==> src/hw/rtl/dxtd_pkg.sv <==
// Package for the DXT block decoder: palette types, constants and the
// constant-divide helpers used by the palette builder. No dependencies.

package dxtd_pkg;

	localparam int BLOCK_ROWS = 4;
	localparam int ALPHA_ENTRIES = 8;

	localparam logic [1:0] ROW_LAST = 2'd3;
	localparam logic [7:0] ALPHA_OPAQUE = 8'hFF;
	localparam logic [7:0] ALPHA_ZERO = 8'h00;
	localparam logic [23:0] COLOR_BLACK = 24'h000000;

	typedef enum logic {
		MODE_DXT1 = 1'b0,
		MODE_DXT5 = 1'b1
	} format_mode_t;

	// Four 888 color entries and eight alpha entries.
	typedef logic [3:0][23:0] color_pal_t;
	typedef logic [ALPHA_ENTRIES-1:0][7:0] alpha_pal_t;

	// Index fields of one block, split by row and column.
	typedef logic [BLOCK_ROWS-1:0][3:0][1:0] color_idx_t;
	typedef logic [BLOCK_ROWS-1:0][3:0][2:0] alpha_idx_t;

	// Truncating divide by 3 for x <= 765 via a scaled reciprocal.
	function automatic logic [7:0] div3(input logic [9:0] x);
		logic [20:0] p;
		p = 21'(x) * 21'(683);
		return p[18:11];
	endfunction

	// Truncating divide by 5 for x <= 1275.
	function automatic logic [7:0] div5(input logic [10:0] x);
		logic [21:0] p;
		p = 22'(x) * 22'(3277);
		return p[21:14];
	endfunction

	// Truncating divide by 7 for x <= 1785.
	function automatic logic [7:0] div7(input logic [10:0] x);
		logic [21:0] p;
		p = 22'(x) * 22'(2341);
		return p[21:14];
	endfunction

endpackage

==> src/hw/rtl/dxtd_palette.sv <==
// Palette builder for the DXT block decoder: expands the color endpoints and
// interpolates the color and alpha palettes. Depends on dxtd_pkg.

module dxtd_palette import dxtd_pkg::*; (
	input  logic [63:0] color_word,
	input  logic [63:0] alpha_word,
	output color_pal_t  color_pal,
	output alpha_pal_t  alpha_pal
);

	logic [23:0] e0;
	logic [23:0] e1;
	logic [7:0]  a0;
	logic [7:0]  a1;

	// Endpoints are widened by shifting only, low bits stay zero.
	assign e0 = {color_word[15:11], 3'b000, color_word[10:5], 2'b00,
		color_word[4:0], 3'b000};
	assign e1 = {color_word[31:27], 3'b000, color_word[26:21], 2'b00,
		color_word[20:16], 3'b000};
	assign a0 = alpha_word[7:0];
	assign a1 = alpha_word[15:8];

	always_comb begin
		color_pal[0] = e0;
		color_pal[1] = e1;
		for (int c = 0; c < 3; c++) begin
			if (e0 > e1) begin
				color_pal[2][8*c +: 8] = div3(10'({e0[8*c +: 8], 1'b0}) + 10'(e1[8*c +: 8]));
				color_pal[3][8*c +: 8] = div3(10'(e0[8*c +: 8]) + 10'({e1[8*c +: 8], 1'b0}));
			end else begin
				color_pal[2][8*c +: 8] = 8'((9'(e0[8*c +: 8]) + 9'(e1[8*c +: 8])) >> 1);
				color_pal[3][8*c +: 8] = COLOR_BLACK[8*c +: 8];
			end
		end
	end

	always_comb begin
		alpha_pal[0] = a0;
		alpha_pal[1] = a1;
		if (a0 > a1) begin
			for (int k = 1; k <= 6; k++) begin
				alpha_pal[k+1] = div7(11'(7 - k) * 11'(a0) + 11'(k) * 11'(a1));
			end
		end else begin
			for (int k = 1; k <= 4; k++) begin
				alpha_pal[k+1] = div5(11'(5 - k) * 11'(a0) + 11'(k) * 11'(a1));
			end
			alpha_pal[6] = ALPHA_ZERO;
			alpha_pal[7] = ALPHA_OPAQUE;
		end
	end

endmodule

==> src/hw/rtl/dxt_block_decoder_unit.sv <==
// Top level of the DXT block decoder: block register, row sequencing and the
// result register. Depends on dxtd_pkg and dxtd_palette.

// Each accepted request carries one compressed 4x4 block and yields four row
// results, row 0 first, one after another while the output is not stalled;
// the fourth carries tlast. The row sequencer over the single result channel
// paces the input: the next block is taken in the same cycle its predecessor's
// last row is loaded. A row is held in the result register before it appears
// on the output; a block passes through the block register, then each of its
// rows through the result register. format_mode selects DXT1 (alpha forced
// opaque) or DXT5 and must be written only while the block is idle.

module dxt_block_decoder_unit import dxtd_pkg::*; (
	input  logic         clk,
	input  logic         arst_n,
	input  logic         s_tvalid,
	output logic         s_tready,
	input  logic [127:0] s_tdata,  // color_word [63:0], alpha_word [127:64]
	output logic         m_tvalid,
	input  logic         m_tready,
	output logic [127:0] m_tdata,  // texel_zero, texel_one, texel_two, texel_three
	output logic [1:0]   m_tuser,  // row_index
	output logic         m_tlast,
	input  logic         cfg_valid,
	output logic         cfg_ready,
	input  logic         cfg_data
);

	format_mode_t mode_q;
	logic [63:0]  color_s1;
	logic [63:0]  alpha_s1;
	logic         valid_s1;
	logic [1:0]   row_q;
	logic         out_valid_q;
	logic [127:0] out_data_q;
	logic [1:0]   out_row_q;
	logic         out_last_q;

	logic         out_load;
	logic         in_take;
	color_pal_t   color_pal;
	alpha_pal_t   alpha_pal;
	color_idx_t   color_idx;
	alpha_idx_t   alpha_idx;
	logic [127:0] row_data;

	assign cfg_ready = 1'b1;
	assign out_load = valid_s1 && (!out_valid_q || m_tready);
	assign s_tready = !valid_s1 || (out_load && row_q == ROW_LAST);
	assign in_take = s_tvalid && s_tready;

	always_ff @(posedge clk or negedge arst_n) begin
		if (!arst_n) begin
			mode_q <= MODE_DXT1;
		end else if (cfg_valid && cfg_ready) begin
			mode_q <= format_mode_t'(cfg_data);
		end
	end

	always_ff @(posedge clk or negedge arst_n) begin
		if (!arst_n) begin
			valid_s1 <= 1'b0;
			row_q <= 2'd0;
		end else begin
			if (in_take) begin
				valid_s1 <= 1'b1;
			end else if (out_load && row_q == ROW_LAST) begin
				valid_s1 <= 1'b0;
			end
			if (out_load) begin
				row_q <= row_q + 2'd1;
			end
		end
	end

	always_ff @(posedge clk) begin
		if (in_take) begin
			color_s1 <= s_tdata[63:0];
			alpha_s1 <= s_tdata[127:64];
		end
	end

	dxtd_palette u_palette (
		.color_word (color_s1),
		.alpha_word (alpha_s1),
		.color_pal  (color_pal),
		.alpha_pal  (alpha_pal)
	);

	assign color_idx = color_s1[63:32];
	assign alpha_idx = alpha_s1[63:16];

	always_comb begin
		for (int n = 0; n < 4; n++) begin
			row_data[32*n +: 24] = color_pal[color_idx[row_q][n]];
			row_data[32*n+24 +: 8] = (mode_q == MODE_DXT5) ?
				alpha_pal[alpha_idx[row_q][n]] : ALPHA_OPAQUE;
		end
	end

	always_ff @(posedge clk or negedge arst_n) begin
		if (!arst_n) begin
			out_valid_q <= 1'b0;
		end else if (out_load) begin
			out_valid_q <= 1'b1;
		end else if (m_tready) begin
			out_valid_q <= 1'b0;
		end
	end

	always_ff @(posedge clk) begin
		if (out_load) begin
			out_data_q <= row_data;
			out_row_q <= row_q;
			out_last_q <= (row_q == ROW_LAST);
		end
	end

	assign m_tvalid = out_valid_q;
	assign m_tdata = out_data_q;
	assign m_tuser = out_row_q;
	assign m_tlast = out_last_q;

`ifndef SYNTHESIS
	// A new block always starts its row sequence at the top row.
	a_start_row: assert property (@(posedge clk) disable iff (!arst_n)
		in_take |=> (valid_s1 && row_q == 2'd0))
		else $error("block accepted without restarting at row 0");

	// The row counter only moves while a block is held.
	a_row_held: assert property (@(posedge clk) disable iff (!arst_n)
		(row_q != 2'd0) |-> valid_s1)
		else $error("row counter off zero with no block held");

	// tlast marks exactly the bottom row.
	a_last_row: assert property (@(posedge clk) disable iff (!arst_n)
		m_tvalid |-> (m_tlast == (m_tuser == ROW_LAST)))
		else $error("tlast does not match the row index");
`endif

endmodule

==> config.mk <==
export PLATFORM = sky130hd
export DESIGN_NAME = dxt_block_decoder_unit
export DESIGN_NICKNAME = d
export VERILOG_FILES = /design/src/hw/rtl/dxtd_pkg.sv /design/src/hw/rtl/dxtd_palette.sv /design/src/hw/rtl/dxt_block_decoder_unit.sv
export SDC_FILE = /design/constraint.sdc
export NUM_CORES = 2
export LEC_CHECK = 0
export ABC_AREA = 1
export BUFFER_PORTS_ARGS = -buffer_cell sky130_fd_sc_hd__buf_2
export CAP_MARGIN = 20
export CORE_AREA = 4 4 378 380
export CTS_BUF_LIST = sky130_fd_sc_hd__clkbuf_8
export CTS_CLUSTER_DIAMETER = 120
export DETAILED_ROUTE_END_ITERATION = 10
export DIE_AREA = 0 0 382 384
export PLACE_DENSITY = 0.46
export RECOVER_POWER = 100
export SLEW_MARGIN = 20
export SYNTH_ARGS = -nofsm -noshare
export SYNTH_HDL_FRONTEND = slang
export SYNTH_HIERARCHICAL = 1
export SYNTH_SLANG_ARGS = --single-unit
==> constraint.sdc <==
create_clock -name clk -period 9.25 [get_ports clk]
set_input_delay 0.4625 -clock clk [delete_from_list [all_inputs] [get_ports clk]]
set_output_delay 0.4625 -clock clk [all_outputs]
set_load 0.01 [all_outputs]
Word level (Yosys, flattened, before mapping)
Cells that the tools add are included.
- $add $sub $neg: 20
- multiply operators: 22
- order comparisons: 11
- eq/ne operators: 1
- multiplexer cells: 31
- reduce and logical (&&, ||, !) cells: 9
- operator list (cell ; number):
    $mul A11 B12 Y22 const B ; 10
    $bmux W24 S2 ; 4
    $mul A10 B10 Y19 const B ; 6
    $bmux W8 S3 ; 4
    $mux W24 ; 4
    $mux W8 ; 11
    $mux W48 ; 1
    $mul A2 B8 Y10 const A ; 4
    $add A8 B9 Y10 ; 3
    $add A9 B8 Y10 ; 3
    $add A8 B8 Y9 ; 3
    $bmux W12 S2 ; 1
    $gt A24 B24 Y1 ; 1
    $add A10 B10 Y11 ; 2
    $mul A3 B8 Y11 const A ; 2
    $bmux W8 S2 ; 1
    $lt A3 B4 Y1 const B ; 4
    $lt A2 B3 Y1 const B ; 5
    $mux W12 ; 1
    $add A10 B8 Y11 ; 1
    $add A10 B9 Y11 ; 1
    $add A11 B8 Y11 ; 1
    $add A11 B9 Y11 ; 1
    $add A8 B10 Y11 ; 1
    other kinds (11) ; 19
- bits in registers: 264
- word-level logic and storage cells: 104

Logic depth before layout (Yosys ltp)
- depth after elaboration: 7
- depth in mapped cells: 43

Hierarchy
Netlist, hierarchy kept.
- modules (own cells, without submodules) (module ; times used ; cells each ; area each (um^2)):
    dxtd_palette ; 1 ; 4510 ; 34620.7
    dxt_block_decoder_unit ; 1 ; 1533 ; 14029.7

Worst setup path after synthesis
Ideal clock, no wire load.
- kind: register to register
- start: reg alpha_s1[8]
- end: reg out_data_q[31], in the netlist m_tdata[31] (data pin)
- setup time: 268 ps
- arrival: 6830 ps
- setup slack: 2152 ps
- cell stages (with the launch flop): 36
- period minus slack after synthesis: 7098 ps
- path through: edfxtp_1 ha_1 fa_1 nand3_1 nand3_1 nand2_1 nand2_1 nand2_1 nand2_1 ha_1 nand2_1 inv_1 nand3_1 nand3_1 xor2_1 inv_1 ha_1 fa_1 inv_1 fa_1 fa_1 fa_1 inv_1 ha_1 a21oi_1 a21boi_0 o21ai_0 nand2_1 nand3_1 nand3b_1 nand3_1 nand2_1 nand2_1 nand3_1 nand3_1 nand3_1
- RTL lines (what ; line ; source):
    start, declared ; dxt_block_decoder_unit.sv:31 ; logic [63:0] alpha_s1;
    start signal, assigned ; dxt_block_decoder_unit.sv:79 ; alpha_s1 <= s_tdata[127:64];
    end signal, assigned ; dxt_block_decoder_unit.sv:113 ; out_data_q <= row_data;
    end, declared ; dxt_block_decoder_unit.sv:35 ; logic [127:0] out_data_q;

==> metrics.md <==
| Metric | Value |
|---|---|
| Worst Setup Path Type | flop to flop |
| EDFF count, synth | 259 |
| Worst Setup End Kind | flop |
| Largest fanout on the critical path | 15 |
| Vias | 42120 |
| Worst reg2reg path depth | 33 |
| Adder-cell share of the synthesized area | 40.7% |
| Worst EP required | 9.61 ns |
| Max Transition Viols Final | 613 |
| Final setup viols | 0 |
| Die Ht | 384 µm |
| Synth Cell Area | 48700 µm² |
| Final hold vios | 0 |
| Global-route wire length before repair | 248000 µm |
| Largest family of logic cells by synthesized area | adder cells |
| Number of buffers created by CTS | 53 |
| RD Place Congestion | 0.882 |
| DR iter-0 viols | 2747 |
| Mapped Cells | 6043 |
| Crit path DAT | 8.80 ns |
| Drt pass-1 iters | 6 |
| Fin crit period | 8.44 ns |
| Crit share post-route | 91.2% |
| Number of global-route vias before repair | 42945 |
| WL met3 | 6800 µm |
| Initial antenna violation count | 5 |
| H-tree levels | 2 |
| M1 WL | 71200 µm |
| Area growth syn-to-layout | 10.1% |
| WL final | 159000 µm |
| # fillers | 14726 |
| YS warnings | 6 |
| RSZ-0062 raised after global routing | no |
| Io pins | 268 |
| Clock Tree Buf Depth | 3 |
| Failing checks | capacitance limit, slew limit |
| Xor and xnor area share after synthesis | 3.69% |
| Most frequent cell after synthesis | ha_1 |
| Worst Skew | 0.0832 ns |
| Yosys top cell by area | ha_1 |
| Max Clk Rate | 0.119 GHz |
| Final ANT Viol Nets | 0 |
| Synth Area in Compound Gates | 11.5% |
| FFs w/ async S/R, synth | 1.89% |
| TritonCTS clock tree | yes |
| Area of the multi-input gates | 35900 µm² |
| Most used cell, CP | nand3_1 |
| Relative slew slack | -160% |
| Port bufs | 266 |
| Register area | 7900 µm² |
| Mean Syn Cell Area | 8.05 µm² |
| Max cap viols | 10 |
| CTS sink count | 264 |
| Hpwl dp | 127000 µm |
| Cts repair resizes | 0 |
| Area share of the largest cell type after synthesis | 28.1% |
| Sequential cell area fraction in the yosys report | 16.2% |
| Clock-pin slew on the worst setup and hold paths | 0.06 ns |
| Overall die width | 382 µm |
| R2r setup slk | 0.81 ns |
| Crit path capture | m_tdata[120]$_SDFFCE_PN1P_ |
| Wire per inst | 19.2 µm |
| Top post-synthesis cells by area | ha_1 28%, edfxtp_1 16%, fa_1 13% |
| Crit start category | flop |
| Root buffer cell | clkbuf_8 |
| Layout cell share with drive strength beyond 1 | 4.33% |
| Met2 wire length | 76900 µm |
| Tot GR Track Use | 21.5% |
| FF-to-FF Start | alpha_s1[2]$_DFFE_PP_ |
| Post-synth cell types | 63 |
| Slew @ Worst Pin | 3.90 ns |
| Worst Setup SP | alpha_s1[2]$_DFFE_PP_ |
| Synth Area in Simple Gates | 17.9% |
| End of the worst register-to-register path | m_tdata[120]$_SDFFCE_PN1P_ |
| Post-synth top cells | 1092 x ha_1, 938 x inv_1, 933 x nand2_1 |
| Clk Latency, worst-skew pair | 0.77 ns |
| Final nets | 7890 |
| DR vias/cell | 5.09 |
| Top FF cell, synth | edfxtp_1 |
| Row Count | 137 |
| Core ar. | 139000 µm² |
| Die area | 147000 µm² |
| Mux contribution to synthesized area | 0.0231% |
| Fin Setup TNS | 0 ns |
| CP peak stage delay | 0.54 ns |
| CP max stage cell | fa_1 |
| Largest net degree at the start of global routing | 129 |
| Min-Delay Path Class | primary input to asynchronous set/reset pin |
| #FFs+latches synth | 264 |
| Status | finished, violations left |
| DRC Markers | 0 |
| Remaining Overflow, GRT | 0 |
| Top Metal Used | met4 |
| Initial Util | 35.0% |
sequential cells by signal, summed over array words and instances (netlist names):
| register | cells |
|---|---|
| m_tlast | 1 |
| valid_s1 | 1 |
| color_s1 | 64 |
| mode_q | 1 |
| m_tuser | 2 |
| m_tvalid | 1 |
| alpha_s1 | 64 |
| row_q | 2 |
| m_tdata | 128 |
layer usage:
metal  up-vias  global-route usage, %
met5         -                      0
met1     19911                   28.1
li1      21030                      -
met4         0                   5.26
met3       169                   1.93
met2      1010                   38.1
cell usage in the layout, fill, tap and decap left out, drive strengths merged, types with 13 or more instances in the layout:
cell type,n
ha,1092
or2,16
o21bai,19
nand3,590
fa,307
o21ai,405
o22ai,97
buf,139
o31ai,16
a21oi,379
a21o,30
o211ai,18
clkbuf,221
nand4,45
clkinv,20
nor2,334
dlygate4sd3,133
o21a,14
xor2,136
inv,969
conb,17
edfxtp,259
a31oi,13
nand2,945
xnor2,63
nor3,55
critical path, delay by kind of cell (launching register included):
kind | cells | cell delay [ns]
xor+xnor | 1 | 0.50
simple gates | 16 | 2.13
compound gates | 2 | 0.40
fa+ha+maj | 8 | 3.50
buf+inv | 6 | 1.16
flops | 1 | 0.32
final cells by class:
class	instances	share of cell area (%)
Multi-Input combinational cell	4642	67.1
Sequential cell	264	14.7
Inverter	956	6.71
Timing Repair Buffer	440	5.12
Tap cell	1876	4.38
Clock buffer	53	1.36
Clock inverter	41	0.579
Antenna cell	3	0.0140
logic make-up after synthesis:
| group | count (synthesis) |
|---|---|
| flops | 264 |
| buf+inv | 1152 |
| fa+ha+maj | 1399 |
| compound gates | 1016 |
| xor+xnor | 199 |
| simple gates | 2010 |
| other cells | 2 |
| mux | 1 |
worst min path at each step:
stage           start  slack (ns)                   end
6_report       arst_n        0.17    mode_q$_DFFE_PN0P_
5_1_grt        arst_n        0.14    mode_q$_DFFE_PN0P_
4_1_cts        arst_n        0.04    mode_q$_DFFE_PN0P_
3_5_place_dp   arst_n        0.29    mode_q$_DFFE_PN0P_
3_3_place_gp   arst_n        0.29    mode_q$_DFFE_PN0P_
2_1_floorplan  arst_n        0.17  m_tvalid$_DFFE_PN0P_
per-stage QoR:
stage	hold WS [ns]	utilization (%)	instances	instance area, µm²	setup WS [ns]
global placement	0.291	37.0	8045	51500	1.44
detailed placement	0.291	37.0	8045	51500	1.36
floorplan	0.167	-	6058	48700	2.15
finish	0.167	38.5	8275	53600	0.811
global route	0.139	38.5	8275	53600	0.386
CTS	0.0381	38.7	8272	53800	1.30
timing repair:
| action | CTS | global route |
|---|---|---|
| hold buffers | 133 | 0 |
| hold endpoints to repair | 136 | 0 |
| setup buffers | 0 | 0 |
Power is left out: the tool's default activity adds up to more than one toggle a clock period on the data nets, which glitch-free logic cannot reach.
